`src/rtl/cmsf_div.sv`:
```
// three-lane restoring divider sharing one divisor, one quotient bit per cycle
// depends on nothing outside this file
`default_nettype none

module cmsf_div #(
  parameter int NUM_W = 15,
  parameter int DEN_W = 7
) (
  input  wire logic             clk,
  input  wire logic             rst_n,
  input  wire logic             start,
  input  wire logic [NUM_W-1:0] num [3],
  input  wire logic [DEN_W-1:0] den,
  output logic                  done,
  output logic      [NUM_W-1:0] quo [3]
);

  localparam int CW = $clog2(NUM_W + 1);

  logic [CW-1:0]    cnt_r;
  logic             busy_r;
  logic             done_r;

  always_ff @(posedge clk) begin
    if (!rst_n) begin
      busy_r <= 1'b0;
      done_r <= 1'b0;
      cnt_r  <= '0;
    end else begin
      done_r <= 1'b0;
      if (start) begin
        busy_r <= 1'b1;
        cnt_r  <= CW'(NUM_W);
      end else if (busy_r) begin
        cnt_r <= cnt_r - 1'b1;
        if (cnt_r == CW'(1)) begin
          busy_r <= 1'b0;
          done_r <= 1'b1;
        end
      end
    end
  end

  for (genvar l = 0; l < 3; l++) begin : g_lane
    logic [DEN_W-1:0] rem_r;
    logic [NUM_W-1:0] q_r;
    logic [DEN_W:0]   sh;
    assign sh = {rem_r, q_r[NUM_W-1]};
    always_ff @(posedge clk) begin
      if (start) begin
        rem_r <= '0;
        q_r   <= num[l];
      end else if (busy_r) begin
        if (sh >= {1'b0, den}) begin
          rem_r <= DEN_W'(sh - {1'b0, den});
          q_r   <= {q_r[NUM_W-2:0], 1'b1};
        end else begin
          rem_r <= sh[DEN_W-1:0];
          q_r   <= {q_r[NUM_W-2:0], 1'b0};
        end
      end
    end
    assign quo[l] = q_r;
  end

  assign done = done_r;

endmodule

`default_nettype wire

```
`config.mk`:
```
export PLATFORM = sky130hd
export DESIGN_NAME = cmsf_div
export DESIGN_NICKNAME = d
export VERILOG_FILES = /design/src/rtl/cmsf_div.sv
export SDC_FILE = /design/constraint.sdc
export NUM_CORES = 1
export LEC_CHECK = 0
export ABC_AREA = 1
export BUFFER_PORTS_ARGS = -buffer_cell sky130_fd_sc_hd__buf_4
export CAP_MARGIN = 20
export CORE_AREA = 2 2 80 159
export DETAILED_ROUTE_END_ITERATION = 8
export DIE_AREA = 0 0 82 161
export PLACE_DENSITY = 0.6
export SKIP_CTS_REPAIR_TIMING = 1
export SYNTH_ARGS = -nofsm -noshare
export SYNTH_HDL_FRONTEND = slang
export SYNTH_SLANG_ARGS = --single-unit
```
`constraint.sdc`:
```
create_clock -name clk -period 2.6 [get_ports clk]
set_input_delay 0.52 -clock clk [delete_from_list [all_inputs] [get_ports clk]]
set_output_delay 0.52 -clock clk [all_outputs]
set_load 0.02 [all_outputs]
```
==> metrics.json, run 1 <==
{
  "status": "completed",
  "max_slew_margin_pct": 71.17,
  "worstPathArrival_ns": 2.18,
  "netlist_instances": 558,
  "dieHeight_um": 161,
  "cp.required_ns": 2.83,
  "hold_slack_ns": 0.4104,
  "number_of_synthesized_register_bits": 72,
  "r2r-start": "g_lane[0].q_r[14]",
  "rrSetupSlack_ns": 0.65,
  "synth_fp_nets": 639,
  "critPathKind": "reg -> reg",
  "floorplan.initialDensity_pct": 35.60,
  "hpwlAfterDp_mm": 7.735,
  "grtUsageTotal_pct": 16.08,
  "net_switching_mw": 1.000,
  "power.density_mw_per_mm2": 621.0,
  "worstMarginPinSlew_ns": 0.4324,
  "first_global_vias": 3557,
  "vias_per_cell": 4.747,
  "remaining_antenna_violation_count_after_routing": 0,
  "gp_congestion": 0.9014,
  "dieArea_mm2": 0.01320,
  "post-route-worst-setup-slack_ns": 0.6500,
  "cp-end-kind": "flip-flop",
  "unrepaired_setup_endpoints_after_global_routing": "no",
  "core_mm2": 0.01198,
  "detail_route.wl_per_cell_um": 12.67,
  "r2r-end": "g_lane[0].rem_r[5]",
  "num_vias": 3864,
  "post-route-min-period_ns": 1.950,
  "setup_viol": 0,
  "antenna_found_initial": 0,
  "yosysUniqueCellTypes": 27,
  "flow.area_growth_from_synthesis_pct": 28.75,
  "finalWirelength_mm": 10.31,
  "insertedDiodeCount": 0,
  "seqPwrFrac_pct": 41.3,
  "post-route-drc-count": 0,
  "h_tree_levels": 3,
  "final_max_slew_viol_count": 0,
  "ios": 101,
  "grt_pass1_wl_mm": 16.76,
  "timing.max_cap.violations": 0,
  "hp-start": "start",
  "clock-sinks": 72,
  "portBuffers": 100,
  "final_nets": 743,
  "die_width_um": 82,
  "cp_max_fo": 7,
  "p_sw_share_pct": 29.33,
  "cts_made_buffers": 9,
  "p_clk_share_pct": 36.0,
  "global_route.overflow_total": 0,
  "synth.yosys.seq_area_share_pct": 44.35,
  "post-place-ws_ns": 0.4242,
  "cts_tree": "built",
  "clockRootBuffer": "clkbuf_16",
  "pin_count_of_the_biggest_net_entering_global_routing": 43,
  "drt_pre_antenna_iters": 4,
  "fp-row-count": 57,
  "fmaxAchievable_mhz": 512.8,
  "clock_insertion_delay_worst_skew_ns": 0.33,
  "clock_tree.buffer_depth": 2,
  "reg2reg_depth": 11,
  "vdd.ir_drop.worst_mv": 0.3733,
  "final-hold-violation-count": 0,
  "post_route_cells_drive_above_1_share_pct": 20.24,
  "totalNegativeSetupSlack_ns": 0,
  "post-route-period-util_pct": 75.00,
  "initialDrtViolationCount": 164,
  "synth_area_per_cell_um2": 7.644,
  "power.leakage_nw": 2.833,
  "internal_power_mw": 2.410,
  "setup.worst_path.start_class": "flip-flop",
  "worst_hold_path_type": "in -> reg",
  "hold-path-endpoint": "done",
  "post_synthesis_cell_area_mm2": 0.004265,
  "pwr-share-comb_pct": 22.7,
  "dpl_cell_area_mm2": 0.005195,
  "design_area_mm2": 0.005492,
  "synthesis.yosys.warnings": 0,
  "hold_path_depth": 2,
  "p_total_mw": 3.410,
  "layout_filler_cell_count": 1258,
  "fin_worst_skew_ns": 0.005853,
  "clk_pin_slew_ns": 0.06
}
[Yosys cell counts]
cell      number  area (µm²)
a21oi_1        5       25.02
a21oi_4        3       48.80
a221oi_1       1       8.760
a31oi_1        4       25.02
buf_1          4       15.01
buf_2          4       20.02
clkbuf_1       6       22.52
dfxtp_1       27       540.5
edfxtp_1      45        1351
fa_1           3       60.06
ha_1          23       287.8
inv_1         65       244.0
nand2_1      259       972.2
nand3_1       52       260.3
nand3_4        3       52.55
nand3b_1      12       90.09
nand4_1        6       37.54
nor2_1        19       71.32
nor4_1         1       6.260
o211ai_1       1       7.510
o21ai_0        2       10.01
o21ai_2        3       26.28
or2_1          1       6.260
or2_2          1       6.260
or2_4          2       17.52
xnor2_1        3       26.28
xor2_1         3       26.28
[power by group through the flow]
stage	clock (mW)	sequential (mW)	combinational (mW)
finish	1.23	1.41	0.776
global route	1.32	1.42	0.866
CTS	1.26	1.41	0.784
detailed placement	0	1.43	0.782
global placement	0	1.43	0.776
floorplan	0	1.52	0.396
[cell usage in the layout (no fill, tap or decap), drive strengths merged, types with 10 or more instances in the layout]
master  synthesis  layout
dfxtp          27      27
ha             23      23
nand3          55      55
edfxtp         45      45
clkbuf          6      10
nand3b         12      12
inv            65      67
nand2         259     259
nor2           19      19
buf             8     107
[registers in the layout, indices dropped and copies added (netlist names)]
| name | flops |
|---|---|
| done | 1 |
| g_lane.rem_r | 21 |
| busy_r | 1 |
| cnt_r | 4 |
| g_lane.q_r | 45 |
[stage by stage]
stage	utilization, %	cells
after floorplan	-	558
after global placement	43.36	798
after detailed placement	43.36	798
after CTS	45.83	814
after global routing	45.83	814
final	45.83	814
[layout make-up]
class / instances / area [µm²] / share of cell area, %
multi-input combinational: 407 / 2072 / 37.73
sequential: 72 / 1892 / 34.45
timing repair buffer: 107 / 803.3 / 14.63
inverter: 65 / 244.0 / 4.443
clock buffer: 10 / 229.0 / 4.170
tap: 147 / 183.9 / 3.349
clock inverter: 6 / 67.56 / 1.230
[logic make-up after synthesis]
group / count (synthesis) / synth area share [%]
AND/OR/NAND/NOR: 356 / 35.64
XOR/XNOR: 6 / 1.232
buffers and inverters: 79 / 7.069
adder cells (fa/ha/maj): 26 / 8.155
flip-flops: 72 / 44.35
AO/OA/AOI/OAI: 19 / 3.550
[worst max-delay path, stage by stage (launching register included)]
cell      delay [ns]
edfxtp_1        0.40
inv_1           0.08
ha_1            0.21
fa_1            0.41
inv_1           0.09
nand3_1         0.07
nand2_1         0.15
nand2_1         0.11
nand3_4         0.11
nand3_1         0.09
nand3_1         0.08
nand2_1         0.05
[routing by layer]
layer,share of wire (%),track usage (%),wire (µm),vias to the layer above
met5,0,0,0,-
li1,-,-,-,2000
met4,1.2,4.545,121,0
met3,6.4,4.134,657,11
met2,47,25.54,4857,101
met1,45,21.42,4676,1752
[worst max-delay path by stage]
stage / slack (ns) / to / cells after the start / startpoint
floorplan: 0.51 / g_lane[0].q_r[0] / 3 / start
global placement: 0.45 / g_lane[0].rem_r[5] / 11 / den[0]
detailed placement: 0.42 / g_lane[0].rem_r[5] / 11 / den[0]
CTS: 0.62 / g_lane[0].rem_r[5] / 11 / g_lane[0].q_r[14]
global route: 0.51 / g_lane[0].rem_r[5] / 11 / g_lane[0].q_r[14]
finish: 0.65 / g_lane[0].rem_r[5] / 11 / g_lane[0].q_r[14]
(Power assumes the default switching activity.)
==> inputs of run 2 (changes only) <==
Clock period 2.6 ns to 1.87 ns, I/O delays scaled along.
==> run 2 against run 1 <==
Net effect: non-clock buffer count up 27; global-route usage up 0.61 points; die area unchanged; clock power up 41%; critical path depth down 3; register-to-register slack worse by 0.54 ns; design area up 5.1%; critical path type unchanged; critical endpoint is now g_lane[0].q_r[0]; highest routed layer unchanged.
==> metrics.json, run 2 (same netlist as run 1, synthesis figures left out) <==
{
  "cp.required": {"value": 1.93, "unit": "ns", "change": "was 2.83 ns"},
  "pwr-share-comb": {"value": 24.2, "unit": "%", "change": "was 22.7%"},
  "r2r-start": {"value": "g_lane[0].q_r[14]", "change": "unchanged"},
  "rrSetupSlack": {"value": 0.11, "unit": "ns", "change": "was 0.65 ns"},
  "peak_per_stage_delay_on_the_critical_path": {"value": 0.38, "unit": "ns", "change": "was 0.41 ns"},
  "critical_path.top_delay_family": {"value": "adder cells", "change": "was simple AND/OR/NAND/NOR gates"},
  "hp-start": {"value": "rst_n", "change": "was start"},
  "seqPwrFrac": {"value": 40.2, "unit": "%", "change": "was 41.3%"},
  "critical_path.most_common_cell": "inv_1",
  "cp_max_fo": {"value": 8, "change": "was 7"},
  "die_width": {"value": 82, "unit": "µm", "change": "unchanged"},
  "hpwlAfterDp": {"value": 8.107, "unit": "mm", "change": "was 7.735 mm"},
  "power.leakage": {"value": 2.960, "unit": "nW", "change": "was 2.833 nW"},
  "cp-end-kind": {"value": "flip-flop", "change": "unchanged"},
  "clock_tree.buffer_depth": {"value": 2, "change": "unchanged"},
  "remaining_antenna_violation_count_after_routing": {"value": 0, "change": "unchanged"},
  "first_global_vias": {"value": 3694, "change": "was 3,557"},
  "critPathKind": {"value": "reg -> reg", "change": "unchanged"},
  "dieArea": {"value": 0.01320, "unit": "mm²", "change": "unchanged"},
  "insertedDiodeCount": {"value": 0, "change": "unchanged"},
  "clock-sinks": {"value": 72, "change": "unchanged"},
  "r2r-end": {"value": "g_lane[0].q_r[0]", "change": "was g_lane[0].rem_r[5]"},
  "worstMarginPinSlew": {"value": 0.3481, "unit": "ns", "change": "was 0.4324 ns"},
  "post-route-min-period": {"value": 1.757, "unit": "ns", "change": "was 1.950 ns"},
  "post-route-period-util": {"value": 93.94, "unit": "%", "change": "was 75.00%"},
  "power.density": {"value": 845.7, "unit": "mW/mm²", "change": "was 621.0 mW/mm²"},
  "initialDrtViolationCount": {"value": 245, "change": "was 164"},
  "post-place-cells": {"value": 823, "change": "was 798"},
  "timing.critical_path.slowest_stage_cell": {"value": "edfxtp_1", "change": "was fa_1"},
  "cts_made_buffers": {"value": 9, "change": "unchanged"},
  "portBuffers": {"value": 100, "change": "unchanged"},
  "finalCoreUtilization": {"value": 48.15, "unit": "%", "change": "was 45.83%"},
  "floorplan.initialDensity": {"value": 35.60, "unit": "%", "change": "unchanged"},
  "fmaxAchievable": {"value": 569.3, "unit": "MHz", "change": "was 512.8 MHz"},
  "worstPathArrival": {"value": 1.82, "unit": "ns", "change": "was 2.18 ns"},
  "detail_route.wl_per_cell": {"value": 12.81, "unit": "µm", "change": "was 12.67 µm"},
  "post_route_cells_drive_above_1_share": {"value": 25.94, "unit": "%", "change": "was 20.24%"},
  "final-hold-violation-count": {"value": 0, "change": "unchanged"},
  "final_max_slew_viol_count": {"value": 0, "change": "unchanged"},
  "crit_path_cell_trace": {"value": "inv_1 -> ha_2 -> fa_2 -> inv_1 -> nand3_1 -> nand2_2 -> o21ai_4 -> a31oi_1", "change": "was inv_1 -> ha_1 -> fa_1 -> inv_1 -> nand3_1 -> nand2_1 -> nand2_1 -> nand3_4 -> nand3_1 -> nand3_1 -> nand2_1"},
  "num_vias": {"value": 3923, "change": "was 3,864"},
  "setup.worst_path.start_class": {"value": "flip-flop", "change": "unchanged"},
  "h_tree_levels": {"value": 3, "change": "unchanged"},
  "hold_slack": {"value": 0.2688, "unit": "ns", "change": "was 0.4104 ns"},
  "max_slew_margin": {"value": 76.79, "unit": "%", "change": "was 71.17%"},
  "p_sw_share": {"value": 29.74, "unit": "%", "change": "was 29.33%"},
  "final_common_cell": {"value": "nand2_1", "change": "unchanged"},
  "vias_per_cell": {"value": 4.665, "change": "was 4.747"},
  "fp-row-count": {"value": 57, "change": "unchanged"},
  "critPathLaunch": {"value": "g_lane[0].q_r[14]", "change": "unchanged"},
  "vdd.ir_drop.worst": {"value": 0.5521, "unit": "mV", "change": "was 0.3733 mV"},
  "hold-path-endpoint": {"value": "cnt_r[2]", "change": "was done"},
  "worst_hold_path_type": {"value": "in -> reg", "change": "unchanged"},
  "clk_pin_slew": {"value": 0.06, "unit": "ns", "change": "about the same"},
  "gp_congestion": {"value": 0.8111, "change": "was 0.9014"},
  "internal_power": {"value": 3.428, "unit": "mW", "change": "was 2.410 mW"},
  "finalWirelength": {"value": 10.77, "unit": "mm", "change": "was 10.31 mm"},
  "setup_viol": {"value": 0, "change": "unchanged"},
  "grtUsageTotal": {"value": 16.69, "unit": "%", "change": "was 16.08%"},
  "fin_cells": {"value": 841, "change": "was 814"},
  "totalNegativeSetupSlack": {"value": 0, "unit": "ns", "change": "unchanged"},
  "fin_worst_skew": {"value": 0.007566, "unit": "ns", "change": "was 0.005853 ns"},
  "pin_count_of_the_biggest_net_entering_global_routing": {"value": 27, "change": "was 43"},
  "top_register": {"value": "g_lane.q_r", "change": "unchanged"},
  "hold_path_depth": {"value": 3, "change": "was 2"},
  "ios": {"value": 101, "change": "unchanged"},
  "dieHeight": {"value": 161, "unit": "µm", "change": "unchanged"},
  "p_clk_share": {"value": 35.6, "unit": "%", "change": "was 36.0%"},
  "flow.area_growth_from_synthesis": {"value": 35.26, "unit": "%", "change": "was 28.75%"},
  "net_switching": {"value": 1.451, "unit": "mW", "change": "was 1.000 mW"},
  "largest_reg_flops": {"value": 45, "change": "unchanged"},
  "most_frequent_cells_in_the_layout": {"value": "nand2_1 (253), buf_4 (134), inv_1 (64)", "change": "was nand2_1 (259), buf_4 (107), inv_1 (64)"},
  "post-route-drc-count": {"value": 0, "change": "unchanged"},
  "cts_tree": {"value": "built", "change": "unchanged"},
  "status": {"value": "completed", "change": "unchanged"},
  "timing.max_cap.violations": {"value": 0, "change": "unchanged"},
  "antenna_found_initial": {"value": 0, "change": "unchanged"},
  "core": {"value": 0.01198, "unit": "mm²", "change": "unchanged"},
  "final_nets": {"value": 770, "change": "was 743"},
  "drt_pre_antenna_iters": {"value": 5, "change": "was 4"},
  "worstPathBufferInverterCount": {"value": 2, "change": "unchanged"},
  "grt_pass1_wl": {"value": 17.46, "unit": "mm", "change": "was 16.76 mm"},
  "clock_insertion_delay_worst_skew": {"value": 0.33, "unit": "ns", "change": "about the same"},
  "clockRootBuffer": {"value": "clkbuf_16", "change": "unchanged"},
  "top_regs": {"value": "g_lane.q_r: 45 flops, g_lane.rem_r: 21 flops, cnt_r: 4 flops", "change": "unchanged"},
  "global_route.overflow_total": {"value": 0, "change": "unchanged"},
  "reg2reg_depth": {"value": 8, "change": "was 11"}
}
[run 2: area by class of cell]
type	instances	area [µm²]
fillers	1215	6212
multi-input cells	407	2137
flip-flops and latches	72	1892
repair buffers	134	1006
inverters	65	247.7
clock buffers	9	225.2
well taps	147	183.9
clock inverters	7	77.57
[run 2: worst max path at each step]
stage	slack [ns]	endpoint	depth (start not counted)
global route	-0.03	g_lane[1].rem_r[4]	11
finish	0.11	g_lane[0].q_r[0]	8
floorplan	0.03	g_lane[0].rem_r[5]	11
CTS	-0.02	g_lane[0].rem_r[5]	11
detailed placement	-0.13	g_lane[0].q_r[0]	9
global placement	-0.12	g_lane[0].q_r[0]	9
[run 2: metrics by stage]
| step | instance area (µm²) | setup WS (ns) | total power [mW] |
|---|---|---|---|
| 4_1_cts | 5692 | -0.01992 | 4.905 |
| 5_1_grt | 5769 | -0.03417 | 5.139 |
| 3_5_place_dp | 5389 | -0.1319 | 3.148 |
| 3_3_place_gp | 5389 | -0.1172 | 3.146 |
| 6_report | 5769 | 0.1133 | 4.879 |
| 2_1_floorplan | 4272 | 0.03151 | 2.660 |
[run 2: power by group through the flow]
stage,clock [mW],sequential (mW),combinational (mW)
2_1_floorplan,0,2.11,0.553
6_report,1.74,1.96,1.18
5_1_grt,1.84,1.98,1.32
3_3_place_gp,0,1.99,1.15
4_1_cts,1.78,1.96,1.16
3_5_place_dp,0,1.99,1.15
[run 2: worst register-to-register path, delay by kind of cell, from the launching register on]
| family | cells | cell delay (ns) |
|---|---|---|
| AO/OA/AOI/OAI | 2 | 0.37 |
| flip-flops | 1 | 0.38 |
| buffers and inverters | 2 | 0.17 |
| adder cells (fa/ha/maj) | 2 | 0.40 |
| AND/OR/NAND/NOR | 2 | 0.18 |
[run 2: per-layer routing]
metal	share of wire, %	global-route usage (%)	up-vias
met5	0	0	-
met4	0.89	4.167	0
met3	6.2	3.520	8
met2	46	26.09	118
met1	47	23.41	1749
li1	-	-	2048
